<file path="config.mk">
export PLATFORM = sky130hd
export DESIGN_NAME = gna_ctrl
export DESIGN_NICKNAME = d
export VERILOG_FILES = /design/src/sv/greedy_nearest_assignment_unit_assert.svh /design/src/sv/gna_pkg.sv /design/src/sv/gna_ctrl.sv
export SDC_FILE = /design/constraint.sdc
export NUM_CORES = 1
export LEC_CHECK = 0
export ABC_AREA = 1
export BUFFER_PORTS_ARGS = -buffer_cell sky130_fd_sc_hd__clkbuf_2
export CAP_MARGIN = 30
export CORE_MARGIN = 2
export CORE_UTILIZATION = 35
export DETAILED_ROUTE_END_ITERATION = 7
export GPL_ROUTABILITY_DRIVEN = 0
export SKIP_CTS_REPAIR_TIMING = 1
export SLEW_MARGIN = 30
export SYNTH_ARGS = -nofsm -noshare
export SYNTH_HDL_FRONTEND = slang
export SYNTH_SLANG_ARGS = --single-unit
</file>
<file path="constraint.sdc">
create_clock -name i_clk -period 1.7 [get_ports i_clk]
set_input_delay 0.085 -clock i_clk [delete_from_list [all_inputs] [get_ports i_clk]]
set_output_delay 0.085 -clock i_clk [all_outputs]
set_load 0.02 [all_outputs]
</file>
<file path="src/sv/greedy_nearest_assignment_unit_assert.svh">
// Assertion macros for the greedy nearest assignment unit.
`ifndef GREEDY_NEAREST_ASSIGNMENT_UNIT_ASSERT_SVH
`define GREEDY_NEAREST_ASSIGNMENT_UNIT_ASSERT_SVH
`ifndef SYNTHESIS
`define GNA_ASSERT_IMP(label, clk, rst_n, ante, cons) \
    label: assert property (@(posedge clk) disable iff (!rst_n) (ante) |-> (cons)) \
        else $error("gna: implication check failed");
`define GNA_ASSERT_NXT(label, clk, rst_n, ante, cons) \
    label: assert property (@(posedge clk) disable iff (!rst_n) (ante) |=> (cons)) \
        else $error("gna: next-cycle check failed");
`else
`define GNA_ASSERT_IMP(label, clk, rst_n, ante, cons)
`define GNA_ASSERT_NXT(label, clk, rst_n, ante, cons)
`endif
`endif

</file>
<file path="src/sv/gna_pkg.sv">
`timescale 1ns / 1ps
package gna_pkg;

    localparam int MAX_ROBOTS_DEF = 16;
    localparam int MAX_JOBS_DEF   = 16;
    localparam int COORD_BITS_DEF = 24;

    localparam int SLOT_W = 4;
    localparam int JOB_W  = 31;
    localparam int POS_W  = 24;
    localparam int DIST_W = 50;
    localparam int DATA_W = 88;

    typedef enum logic [1:0] {
        KIND_LOAD_ROBOT = 2'd0,
        KIND_LOAD_JOB   = 2'd1,
        KIND_SOLVE      = 2'd2,
        KIND_CLEAR      = 2'd3
    } t_kind;

    typedef struct packed {
        logic load_robot;
        logic load_job;
        logic clear_all;
        logic solve_init;
        logic round_start;
        logic issue;
        logic emit_pair;
        logic emit_empty;
    } t_cmd;

    typedef struct packed {
        logic free_r_nz;
        logic free_j_nz;
        logic pipe_busy;
        logic out_free;
        logic last_next;
    } t_status;

endpackage

</file>
<file path="src/sv/gna_ctrl.sv">
`timescale 1ns / 1ps
module gna_ctrl #(
    parameter int MAX_ROBOTS = gna_pkg::MAX_ROBOTS_DEF,
    parameter int MAX_JOBS   = gna_pkg::MAX_JOBS_DEF
) (
    input  logic               i_clk,
    input  logic               i_rst_n,
    input  logic               i_in_valid,
    input  logic [1:0]         i_kind,
    output logic               o_in_ready,
    input  gna_pkg::t_status   i_status,
    output gna_pkg::t_cmd      o_cmd,
    output logic [(MAX_ROBOTS > 1 ? $clog2(MAX_ROBOTS) : 1)-1:0] o_rob_idx,
    output logic [(MAX_JOBS > 1 ? $clog2(MAX_JOBS) : 1)-1:0]     o_job_idx
);
    localparam int RB = MAX_ROBOTS > 1 ? $clog2(MAX_ROBOTS) : 1;
    localparam int JB = MAX_JOBS > 1 ? $clog2(MAX_JOBS) : 1;

    typedef enum logic [4:0] {
        S_IDLE  = 5'b00001,
        S_CHECK = 5'b00010,
        S_SCAN  = 5'b00100,
        S_DRAIN = 5'b01000,
        S_EMIT  = 5'b10000
    } t_state;

    t_state r_state, n_state;
    logic [RB-1:0] r_ri, n_ri;
    logic [JB-1:0] r_ji, n_ji;

    always_comb begin
        n_state    = r_state;
        n_ri       = r_ri;
        n_ji       = r_ji;
        o_cmd      = '0;
        o_in_ready = 1'b0;
        case (r_state)
            S_IDLE: begin
                o_in_ready = 1'b1;
                if (i_in_valid) begin
                    case (gna_pkg::t_kind'(i_kind))
                        gna_pkg::KIND_LOAD_ROBOT: o_cmd.load_robot = 1'b1;
                        gna_pkg::KIND_LOAD_JOB:   o_cmd.load_job = 1'b1;
                        gna_pkg::KIND_CLEAR:      o_cmd.clear_all = 1'b1;
                        gna_pkg::KIND_SOLVE: begin
                            o_cmd.solve_init = 1'b1;
                            n_state = S_CHECK;
                        end
                        default: ;
                    endcase
                end
            end
            S_CHECK: begin
                if (i_status.free_r_nz && i_status.free_j_nz) begin
                    o_cmd.round_start = 1'b1;
                    n_ri = '0;
                    n_ji = '0;
                    n_state = S_SCAN;
                end else if (i_status.out_free) begin
                    o_cmd.emit_empty = 1'b1;
                    n_state = S_IDLE;
                end
            end
            S_SCAN: begin
                o_cmd.issue = 1'b1;
                if (r_ji == JB'(MAX_JOBS - 1)) begin
                    n_ji = '0;
                    if (r_ri == RB'(MAX_ROBOTS - 1)) begin
                        n_state = S_DRAIN;
                    end else begin
                        n_ri = r_ri + 1'b1;
                    end
                end else begin
                    n_ji = r_ji + 1'b1;
                end
            end
            S_DRAIN: begin
                if (!i_status.pipe_busy) begin
                    n_state = S_EMIT;
                end
            end
            S_EMIT: begin
                if (i_status.out_free) begin
                    o_cmd.emit_pair = 1'b1;
                    if (i_status.last_next) begin
                        n_state = S_IDLE;
                    end else begin
                        // free pairs remain: start the next round
                        o_cmd.round_start = 1'b1;
                        n_ri = '0;
                        n_ji = '0;
                        n_state = S_SCAN;
                    end
                end
            end
            default: n_state = S_IDLE;
        endcase
    end

    always_ff @(posedge i_clk) begin
        if (!i_rst_n) begin
            r_state <= S_IDLE;
            r_ri    <= '0;
            r_ji    <= '0;
        end else begin
            r_state <= n_state;
            r_ri    <= n_ri;
            r_ji    <= n_ji;
        end
    end

    assign o_rob_idx = r_ri;
    assign o_job_idx = r_ji;

endmodule

</file>
==> run summary <==
Sw Ratio: 0.501
vertical die dimension: 56.3 um
CTS root buf: clkbuf_4
list of cells traversed by the critical path: ha_4, nand3_4, nand3_2, nand2_2, nor2_4, nand2_2, nor2_1, buf_4
largest vdd supply drop: 909 uV
kind of start point of the critical path: flop
DP Wirelength: 1800 um
synth warn: 0
crit path time final: 1.62 ns
number of max-cap violations: 0
via total after detailed routing: 1054
origin of the critical flop-to-flop path: o_job_idx[1]
count of buffers from port buffering: 26
Cell variety after synth: 24
antenna violations before repair: 0
Synth Net Count: 160
synth cell count leaders: 33 x nand2_1, 23 x nor2_1, 20 x nand3_1, 15 x inv_1, 13 x dfxtp_1
worst path arrival time: 1.53 ns
minimum setup slack among reg-to-reg paths: 0.15 ns
number of placement rows: 18
start-to-end type of the worst setup path: reg2out
clk buf depth: 2
area delta synth->final: 31.9%
total track usage: 0.144
standard cell with the maximum stage delay on the critical path: dfxtp_4
crit share post-route: 0.953
total internal power: 876 uW
highest achievable clock rate: 617 MHz
flops & latches, synth: 13
final net count: 193
cell class contributing the biggest share of worst-path delay: simple AND/OR/NAND/NOR gates
hold slack final: 0.116 ns
final routed wirelength across all metal layers: 2290 um
outcome: completed
most frequent cell on the critical path: nand2_2
relative contribution of sequential cells to total power: 0.282
final setup violation count: 0
Ports: 27
power spent charging and discharging nets: 879 uW
required time worst endpoint: 1.62 ns
proportion of synthesized flip-flops having asynchronous set or reset: 0
pwr/cell area: 1390 nW/um^2
global route total overflow: 0
Synth Area per Inst: 6.46 sq um
maximum fanout encountered on the critical timing path: 5
Synth top area share: 0.272
Hold Startpoint: i_rst_n
Final Core Density: 0.500
capturing point of the worst reg2reg path: o_rob_idx[0]
post-synth design cell area: 956 sq um
final std cells w/o fill: 210
Worst path max stage delay: 0.38 ns
fraction of final layout cells sized beyond drive strength 1: 0.406
Yosys top cell by area: dfxtp_1
Die Span X: 56.3 um
count of inserted antenna diode cells: 0
TritonCTS buffer count: 3
via count of the first global-routing pass: 872
Std-Cell Core Area: 2520 sq um
Hold Path Stages: 2
maximum number of pins on one net before global-route repair: 10
static leakage: 0.000601 uW
final slew viol count: 0
routed wire length per instance: 10.9 um
Post-Route Skew: 0.00661 ns
measured slew at the worst slew-check pin: 0.323 ns
worst hold-check path type: in2reg
cell with the most instances after synthesis: nand2_1
flip-flop cell with the highest count after synthesis: dfxtp_1
average via count per standard cell: 5.02
clock slew at reported path FFs: 0.09 ns
clock group share of total power: 0.111
initial standard-cell utilization of the core: 0.379
die outline area: 3170 sq um
clock tree from TritonCTS: done
initial drt markers: 32
number of enable-type register cells in the synthesized netlist: 0
number of detailed-routing iterations run before antenna repair: 4
critical path endpoint category: output port
Clock H-tree levels: 1
WHS Endpoint: r_state[0]
wire length of the first global-routing pass: 3660 um
Residual DRC: 0
share of power burned in combinational logic: 0.607
top cells by area in the synthesized netlist: dfxtp_1 27%, nand2_1 13%, nand3_1 10%
CP bufs+invs: 1
Fin. Hold Viols: 0
cell count after synthesis: 148
latest clock arrival within the worst-skew pair: 0.28 ns
antenna viol nets, final: 0
fill count: 264
worst setup slack before clock tree synthesis: 0.121 ns
Num Clock Sinks: 13
Post-Place Cells: 204
Register-to-Register Path Depth: 9
relative slew slack: 0.784
worst path setup slack after routing: 0.0802 ns
fraction of the yosys area taken by sequential cells: 0.272
worst max-delay path by stage:
stage / from / cells past startpoint / to / slack, ns
2_1_floorplan: o_job_idx[0] / 7 / o_cmd[3] / 0.1
3_3_place_gp: o_job_idx[0] / 8 / o_cmd[3] / 0.22
3_5_place_dp: o_job_idx[0] / 8 / o_rob_idx[0] / 0.12
4_1_cts: o_job_idx[0] / 8 / o_cmd[3] / -0.18
5_1_grt: o_job_idx[1] / 8 / o_cmd[3] / -0.009
6_report: o_job_idx[1] / 8 / o_cmd[3] / 0.08
cell families (layout without fill, tap and decap cells):
group / after synthesis / in the layout / synth area share
compound gates: 13 / 13 / 0.0812
fa+ha+maj: 2 / 2 / 0.0262
buf+inv: 19 / 51 / 0.0929
flops: 13 / 13 / 0.272
simple gates: 101 / 101 / 0.527
power groups by stage:
stage / Combinational, uW / Clock, uW / Sequential [uW]
after CTS: 944 / 202 / 462
after global placement: 942 / 0 / 467
after detailed placement: 941 / 0 / 469
after floorplan: 715 / 0 / 484
final: 1060 / 195 / 495
after global routing: 1200 / 213 / 509
cell usage in the layout (no fill, tap or decap), types with 5 or more instances in the layout:
cell type  instances
nand4_1            5
nor2_4             7
nor2_1            18
nand2_1           31
buf_4              5
nand3_1           18
dfxtp_4            5
nor2_2             5
a21oi_1            9
inv_1             15
clkbuf_2          25
registers in the layout, indices dropped and copies added (netlist names):
register / cells
r_state: 5
o_job_idx: 4
o_rob_idx: 4
routing by layer:
metal  wire length (um)  global-route usage  vias to the layer above
li1                   -                   -                      551
met1               1070               0.191                      473
met2               1090               0.227                       26
met3                106              0.0300                        4
met4                 30              0.0612                        0
met5                  0                   0                        -
per-stage QoR:
| stage | instance area, sq um | total power [uW] | TNS (ns) |
|---|---|---|---|
| floorplan | 956 | 1200 | 0 |
| global placement | 1110 | 1410 | 0 |
| detailed placement | 1110 | 1410 | 0 |
| CTS | 1140 | 1610 | -0.180 |
| global route | 1260 | 1920 | -0.00917 |
| finish | 1260 | 1750 | 0 |
area by class of cell:
cell class | count | area (sq um) | area share
Sequential cell | 13 | 284 | 0.225
Multi-Input combinational cell | 116 | 687 | 0.545
Tap cell | 30 | 37.5 | 0.0298
Timing Repair Buffer | 30 | 163 | 0.129
Clock buffer | 4 | 26.3 | 0.0208
Inverter | 17 | 63.8 | 0.0506
No activity file was read; power rests on OpenSTA's default activity.
