File: config.mk
export PLATFORM = sky130hd
export DESIGN_NAME = gna_dp
export DESIGN_NICKNAME = d
export VERILOG_FILES = /design/src/sv/greedy_nearest_assignment_unit_assert.svh /design/src/sv/gna_pkg.sv /design/src/sv/gna_dp.sv
export SDC_FILE = /design/constraint.sdc
export NUM_CORES = 2
export LEC_CHECK = 0
export BUFFER_PORTS_ARGS = -buffer_cell sky130_fd_sc_hd__buf_2
export CAP_MARGIN = 40
export CORE_MARGIN = 2
export CORE_UTILIZATION = 60
export CTS_BUF_LIST = sky130_fd_sc_hd__clkbuf_16
export CTS_CLUSTER_DIAMETER = 40
export DETAILED_ROUTE_END_ITERATION = 7
export MAX_ROUTING_LAYER = met4
export PLACE_DENSITY = 0.73
export SLEW_MARGIN = 5
export SYNTH_ARGS = -nofsm -noshare
export SYNTH_HDL_FRONTEND = slang
export SYNTH_SLANG_ARGS = --single-unit
File: constraint.sdc
create_clock -name i_clk -period 22.3 [get_ports i_clk]
set_input_delay 4.46 -clock i_clk [delete_from_list [all_inputs] [get_ports i_clk]]
set_output_delay 4.46 -clock i_clk [all_outputs]
set_load 0.01 [all_outputs]
File: src/sv/greedy_nearest_assignment_unit_assert.svh
// Assertion macros for the greedy nearest assignment unit.
`ifndef GREEDY_NEAREST_ASSIGNMENT_UNIT_ASSERT_SVH
`define GREEDY_NEAREST_ASSIGNMENT_UNIT_ASSERT_SVH
`ifndef SYNTHESIS
`define GNA_ASSERT_IMP(label, clk, rst_n, ante, cons) \
    label: assert property (@(posedge clk) disable iff (!rst_n) (ante) |-> (cons)) \
        else $error("gna: implication check failed");
`define GNA_ASSERT_NXT(label, clk, rst_n, ante, cons) \
    label: assert property (@(posedge clk) disable iff (!rst_n) (ante) |=> (cons)) \
        else $error("gna: next-cycle check failed");
`else
`define GNA_ASSERT_IMP(label, clk, rst_n, ante, cons)
`define GNA_ASSERT_NXT(label, clk, rst_n, ante, cons)
`endif
`endif

File: src/sv/gna_pkg.sv
`timescale 1ns / 1ps
package gna_pkg;

    localparam int MAX_ROBOTS_DEF = 16;
    localparam int MAX_JOBS_DEF   = 16;
    localparam int COORD_BITS_DEF = 24;

    localparam int SLOT_W = 4;
    localparam int JOB_W  = 31;
    localparam int POS_W  = 24;
    localparam int DIST_W = 50;
    localparam int DATA_W = 88;

    typedef enum logic [1:0] {
        KIND_LOAD_ROBOT = 2'd0,
        KIND_LOAD_JOB   = 2'd1,
        KIND_SOLVE      = 2'd2,
        KIND_CLEAR      = 2'd3
    } t_kind;

    typedef struct packed {
        logic load_robot;
        logic load_job;
        logic clear_all;
        logic solve_init;
        logic round_start;
        logic issue;
        logic emit_pair;
        logic emit_empty;
    } t_cmd;

    typedef struct packed {
        logic free_r_nz;
        logic free_j_nz;
        logic pipe_busy;
        logic out_free;
        logic last_next;
    } t_status;

endpackage

File: src/sv/gna_dp.sv
`timescale 1ns / 1ps
module gna_dp #(
    parameter int MAX_ROBOTS = gna_pkg::MAX_ROBOTS_DEF,
    parameter int MAX_JOBS   = gna_pkg::MAX_JOBS_DEF,
    parameter int COORD_BITS = gna_pkg::COORD_BITS_DEF
) (
    input  logic                          i_clk,
    input  logic                          i_rst_n,
    input  gna_pkg::t_cmd                 i_cmd,
    output gna_pkg::t_status              o_status,
    input  logic [(MAX_ROBOTS > 1 ? $clog2(MAX_ROBOTS) : 1)-1:0] i_rob_idx,
    input  logic [(MAX_JOBS > 1 ? $clog2(MAX_JOBS) : 1)-1:0]     i_job_idx,
    input  logic [gna_pkg::SLOT_W-1:0]    i_slot,
    input  logic [gna_pkg::JOB_W-1:0]     i_job_id,
    input  logic [gna_pkg::POS_W-1:0]     i_pos_x,
    input  logic [gna_pkg::POS_W-1:0]     i_pos_y,
    input  logic                          i_out_ready,
    output logic                          o_out_valid,
    output logic                          o_pair_valid,
    output logic [gna_pkg::SLOT_W-1:0]    o_robot_slot,
    output logic [gna_pkg::JOB_W-1:0]     o_assigned_job,
    output logic [gna_pkg::DIST_W-1:0]    o_dist_sq,
    output logic                          o_last
);
    localparam int RB = MAX_ROBOTS > 1 ? $clog2(MAX_ROBOTS) : 1;
    localparam int JB = MAX_JOBS > 1 ? $clog2(MAX_JOBS) : 1;
    localparam int CB = COORD_BITS;
    localparam int SW = 2 * CB + 3;

    logic [CB-1:0] r_rob_px [MAX_ROBOTS];
    logic [CB-1:0] r_rob_py [MAX_ROBOTS];
    logic [CB-1:0] r_job_px [MAX_JOBS];
    logic [CB-1:0] r_job_py [MAX_JOBS];
    logic [gna_pkg::JOB_W-1:0] r_job_id [MAX_JOBS];

    logic [MAX_ROBOTS-1:0] r_rob_present, r_free_r;
    logic [MAX_JOBS-1:0]   r_job_present, r_free_j;

    logic [RB-1:0] w_rob_waddr;
    logic [JB-1:0] w_job_waddr;
    logic          w_rob_wen, w_job_wen;

    assign w_rob_waddr = RB'(i_slot);
    assign w_job_waddr = JB'(i_slot);
    assign w_rob_wen   = i_cmd.load_robot && (int'(i_slot) < MAX_ROBOTS);
    assign w_job_wen   = i_cmd.load_job && (int'(i_slot) < MAX_JOBS);

    always_ff @(posedge i_clk) begin
        if (w_rob_wen) begin
            r_rob_px[w_rob_waddr] <= CB'(i_pos_x);
            r_rob_py[w_rob_waddr] <= CB'(i_pos_y);
        end
        if (w_job_wen) begin
            r_job_px[w_job_waddr] <= CB'(i_pos_x);
            r_job_py[w_job_waddr] <= CB'(i_pos_y);
            r_job_id[w_job_waddr] <= i_job_id;
        end
    end

    // pipeline: read, difference magnitude, square, compare
    logic                      r_v1, r_v2, r_v3;
    logic [RB-1:0]             r_r1, r_r2, r_r3;
    logic [JB-1:0]             r_j1, r_j2, r_j3;
    logic [gna_pkg::JOB_W-1:0] r_id1, r_id2, r_id3;
    logic [CB-1:0]             r_px1, r_py1, r_jx1, r_jy1;
    logic [CB:0]               r_mx2, r_my2;
    logic [2*CB+1:0]           r_sx3, r_sy3;
    logic signed [CB:0]        w_dx, w_dy;
    logic [SW-1:0]             w_sum;
    logic                      w_issue_v;

    assign w_issue_v = i_cmd.issue && r_free_r[i_rob_idx] && r_free_j[i_job_idx];
    assign w_dx = $signed({r_px1[CB-1], r_px1}) - $signed({r_jx1[CB-1], r_jx1});
    assign w_dy = $signed({r_py1[CB-1], r_py1}) - $signed({r_jy1[CB-1], r_jy1});
    assign w_sum = SW'(r_sx3) + SW'(r_sy3);

    always_ff @(posedge i_clk) begin
        r_px1 <= r_rob_px[i_rob_idx];
        r_py1 <= r_rob_py[i_rob_idx];
        r_jx1 <= r_job_px[i_job_idx];
        r_jy1 <= r_job_py[i_job_idx];
        r_id1 <= r_job_id[i_job_idx];
        r_r1  <= i_rob_idx;
        r_j1  <= i_job_idx;
        r_mx2 <= w_dx[CB] ? (CB + 1)'(-w_dx) : (CB + 1)'(w_dx);
        r_my2 <= w_dy[CB] ? (CB + 1)'(-w_dy) : (CB + 1)'(w_dy);
        r_r2  <= r_r1;
        r_j2  <= r_j1;
        r_id2 <= r_id1;
        r_sx3 <= r_mx2 * r_mx2;
        r_sy3 <= r_my2 * r_my2;
        r_r3  <= r_r2;
        r_j3  <= r_j2;
        r_id3 <= r_id2;
    end

    logic [SW-1:0]             r_best_d;
    logic [RB-1:0]             r_best_r;
    logic [JB-1:0]             r_best_j;
    logic [gna_pkg::JOB_W-1:0] r_best_id;
    logic                      r_found;

    // strict less-than keeps the earlier pair on ties
    always_ff @(posedge i_clk) begin
        if (r_v3 && (!r_found || w_sum < r_best_d)) begin
            r_best_d  <= w_sum;
            r_best_r  <= r_r3;
            r_best_j  <= r_j3;
            r_best_id <= r_id3;
        end
    end

    logic [MAX_ROBOTS-1:0] w_rem_r;
    logic [MAX_JOBS-1:0]   w_rem_j;
    assign w_rem_r = r_free_r & ~(MAX_ROBOTS'(1) << r_best_r);
    assign w_rem_j = r_free_j & ~(MAX_JOBS'(1) << r_best_j);

    always_ff @(posedge i_clk) begin
        if (!i_rst_n) begin
            r_rob_present <= '0;
            r_job_present <= '0;
            r_free_r      <= '0;
            r_free_j      <= '0;
            r_v1          <= 1'b0;
            r_v2          <= 1'b0;
            r_v3          <= 1'b0;
            r_found       <= 1'b0;
            o_out_valid   <= 1'b0;
        end else begin
            if (i_cmd.clear_all) begin
                r_rob_present <= '0;
                r_job_present <= '0;
            end
            if (w_rob_wen) r_rob_present[w_rob_waddr] <= 1'b1;
            if (w_job_wen) r_job_present[w_job_waddr] <= 1'b1;
            if (i_cmd.solve_init) begin
                r_free_r <= r_rob_present;
                r_free_j <= r_job_present;
            end else if (i_cmd.emit_pair) begin
                r_free_r <= w_rem_r;
                r_free_j <= w_rem_j;
            end
            r_v1 <= w_issue_v;
            r_v2 <= r_v1;
            r_v3 <= r_v2;
            if (i_cmd.round_start) begin
                r_found <= 1'b0;
            end else if (r_v3) begin
                r_found <= 1'b1;
            end
            if (i_cmd.emit_pair || i_cmd.emit_empty) begin
                o_out_valid <= 1'b1;
            end else if (i_out_ready) begin
                o_out_valid <= 1'b0;
            end
        end
    end

    always_ff @(posedge i_clk) begin
        if (i_cmd.emit_pair) begin
            o_pair_valid   <= 1'b1;
            o_robot_slot   <= gna_pkg::SLOT_W'(r_best_r);
            o_assigned_job <= r_best_id;
            o_dist_sq      <= gna_pkg::DIST_W'(r_best_d);
            o_last         <= (w_rem_r == '0) || (w_rem_j == '0);
        end else if (i_cmd.emit_empty) begin
            o_pair_valid   <= 1'b0;
            o_robot_slot   <= '0;
            o_assigned_job <= '0;
            o_dist_sq      <= '0;
            o_last         <= 1'b1;
        end
    end

    assign o_status.free_r_nz = (r_free_r != '0);
    assign o_status.free_j_nz = (r_free_j != '0);
    assign o_status.pipe_busy = r_v1 || r_v2 || r_v3;
    assign o_status.out_free  = !o_out_valid || i_out_ready;
    assign o_status.last_next = (w_rem_r == '0) || (w_rem_j == '0);

endmodule

==> impl_metrics.py <==
metrics = {
    "floorplan": {
        "die_h_um": 479.4,
        "start_util_pct": 60.36,
        "fp.dieW_um": 479.4,
        "dieArea_mm2": 0.2298,
        "rows": 174,
        "core_area_mm2": 0.2247,
        "ios": 195,
    },
    "setup_path": {
        "worstRegToRegCells": 25,
        "cp-end-kind": "output pin",
        "cp_data_arrival_time_ns": 4.85,
        "critPathLaunchType": "input port",
        "worst-endpoint-required_ns": 17.84,
        "critical_path_class": "in2out",
        "path_cells": "buf_2 > nand2b_1 > buf_2",
        "crit_start": "i_out_ready",
        "slowest_delay_ns": 0.15,
        "reg2reg_slack_ns": 14.00,
        "critical_path.most_common_cell": "buf_2",
        "r2r-start": "r_mx2[11]",
        "worst_r2r_endpoint": "r_sx3[48]",
        "critPathSlowestCell": "nand2b_1",
        "cp_max_fo": 2,
    },
    "sta": {
        "fin_crit_sh_pct": 41.75,
        "relSlewSlack_pct": 35.98,
        "setup_tns_ns": 0,
        "rsz0062_at_grt": "no",
        "finalHoldViolCount": 0,
        "period_needed_ns": 9.309,
        "setup_viol": 0,
        "maxSlewViolCount": 0,
        "max_freq_mhz": 107.4,
        "worst_pin_slew_ns": 0.9603,
        "finClkSkew_ns": 0.09691,
    },
    "cts": {
        "htreeDepth": 5,
        "cts_buffer_depth": 4,
        "post_cts_resized": 0,
        "path_clk_slew_ns": 0.06,
        "ctsHoldBuffers": 0,
        "cts_buffers": 345,
        "cts_setup_buffers": 0,
        "clock_latency_ns": 0.97,
        "cts-root-buf": "clkbuf_16",
        "clock-sinks": 2639,
        "cts_tree": "yes",
    },
    "grt": {
        "use_met1_pct": 39.53,
        "grt_max_degree": 93,
        "gr-usage-met2_pct": 49.12,
        "first_global_vias": 81490,
        "busiest_layer": "met2",
        "gr-total-overflow": 0,
        "grt_pass1_wl_mm": 499.8,
        "grt_use_met3_pct": 4.341,
        "antenna_found_initial": 24,
        "grt_util_all_layers_pct": 30.03,
    },
    "routing": {
        "dr.pass1.iters": 6,
        "wl_per_cell_um": 25.97,
        "remaining_drc_errors": 0,
        "drtIter0Drc": 7461,
        "wl_mm": 327.8,
        "routed-via-count": 76230,
        "ant_nets": 0,
        "viasPerCell": 6.039,
    },
    "synthesis": {
        "synth_top_flop_cell": "edfxtp_1",
        "synthMostInstantiatedCell": "edfxtp_1",
        "syn_inst": 8968,
        "yosysUniqueCellTypes": 76,
        "async_flop_share_pct": 0,
        "yosys-top-cells-count": "edfxtp_1 (2208), inv_1 (1498), fa_1 (934), mux4_2 (645), ha_1 (522)",
        "ys_warn_count": 0,
        "syn_avg_cell_area_um2": 15.12,
        "synth_seq_area_share_pct": 55.26,
        "synth_top_cell_area_share_pct": 48.89,
        "synth-edff-count": 2208,
        "syn_nets": 10530,
        "synth_area_mm2": 0.1356,
        "yosysTopAreaCell": "edfxtp_1",
        "ys_ff_latch": 2639,
        "yosys-top-cells-area": "edfxtp_1 (49%), fa_1 (14%), mux4_2 (11%)",
    },
    "placed_design": {
        "place_hpwl_mm": 197.7,
        "gp_congestion": 0.8932,
        "numPortBuffers": 194,
    },
    "worst_hold_path": {
        "hp-class": "reg2reg",
        "whs_endpoint": "r_id3[13]",
        "hold_start": "r_id2[13]",
        "holdPathStages": 0,
    },
    "finish": {
        "nets": 10900,
        "drive_above_1_share_pct": 17.02,
        "area_growth_pct": 12.71,
    },
    "flow_run": {
        "maxCapViolCount": 0,
    },
    "run_status": {
        "status": "complete, no violations",
    },
}
[flip-flops by register name, summed over array words and instances (netlist names), 49 cells and up]
name / count
o_dist_sq: 50
r_best_d: 51
r_sx3: 49
r_job_py: 384
r_job_id: 496
r_rob_px: 384
r_rob_py: 384
r_job_px: 384
r_sy3: 49
[cells in the final DEF, fill, tap and decap left out, types with 26 or more instances in the layout]
| cell | n |
|---|---|
| edfxtp_1 | 2208 |
| inv_1 | 1527 |
| fa_1 | 934 |
| mux4_2 | 645 |
| ha_1 | 522 |
| nand2_1 | 485 |
| dfxtp_1 | 431 |
| and2_1 | 366 |
| clkbuf_16 | 356 |
| a21oi_1 | 203 |
| buf_2 | 186 |
| o21ai_0 | 172 |
| nor2_1 | 161 |
| xnor2_1 | 150 |
| buf_4 | 128 |
| a21o_1 | 106 |
| nor2b_1 | 77 |
| xor2_1 | 76 |
| o21a_1 | 64 |
| nand3_1 | 62 |
| nor3_1 | 47 |
| bufinv_16 | 39 |
| nand2b_1 | 38 |
| inv_6 | 37 |
| clkinv_2 | 34 |
| clkinvlp_4 | 34 |
| nor2_4 | 32 |
| clkinv_4 | 32 |
| clkinv_1 | 30 |
| nand4_1 | 29 |
| a31oi_1 | 26 |
[critical path: cells and delay by family]
family                 cells  cell delay (ns)
buffers and inverters      2             0.24
and+or+nand+nor            1             0.15
[kinds of logic after synthesis]
logic type	Yosys count	share of synthesized area [%]
multiplexers	653	10.77
XOR/XNOR	226	1.460
AO/OA/AOI/OAI	752	3.597
flip-flops	2639	55.26
buffers and inverters	1825	5.054
adder cells (fa/ha/maj)	1456	18.60
AND/OR/NAND/NOR	1417	5.254
[final cells by class]
class / count / area [um^2]
inverter: 1498 / 5625
antenna: 16 / 40.04
fill: 14830 / 71830
tap: 2992 / 3744
timing repair buffer: 352 / 2753
multi-input combinational: 4504 / 54070
clock buffer: 356 / 8909
clock inverter: 265 / 2774
sequential: 2639 / 74930
[how the worst max path moves through the flow]
stage / to / slack (ns) / cells after the start
after floorplan: o_status[1] / 13.21 / 1
after CTS: o_status[1] / 12.99 / 3
final: o_status[1] / 12.99 / 3
after global routing: o_status[1] / 12.98 / 3
after detailed placement: o_status[1] / 13.00 / 3
after global placement: r_jx1[13] / 12.89 / 7
[metal layers]
metal  up-vias  part of all wire, %  wire (um)
met1     39520                   38     126000
met3       692                  7.9      25960
li1      32370                    -          -
met2      3655                   51     165800
met5         -                    0          0
met4         0                  3.0       9952
[per-stage QoR]
step	setup WS (ns)	cell area [um^2]	hold WS, ns	std cells	utilization, %
after floorplan	13.21	135600	0.3096	8968	-
after CTS	12.99	152800	0.3142	12610	68.01
after detailed placement	13.00	141100	0.3121	11990	62.81
after global routing	12.98	152800	0.3166	12620	68.02
final	12.99	152800	0.3190	12620	68.03
after global placement	12.89	140300	0.3104	11950	62.47
Power is not shown: default switching activity piles up to over one toggle a cycle in this logic, so the estimate is an artifact.
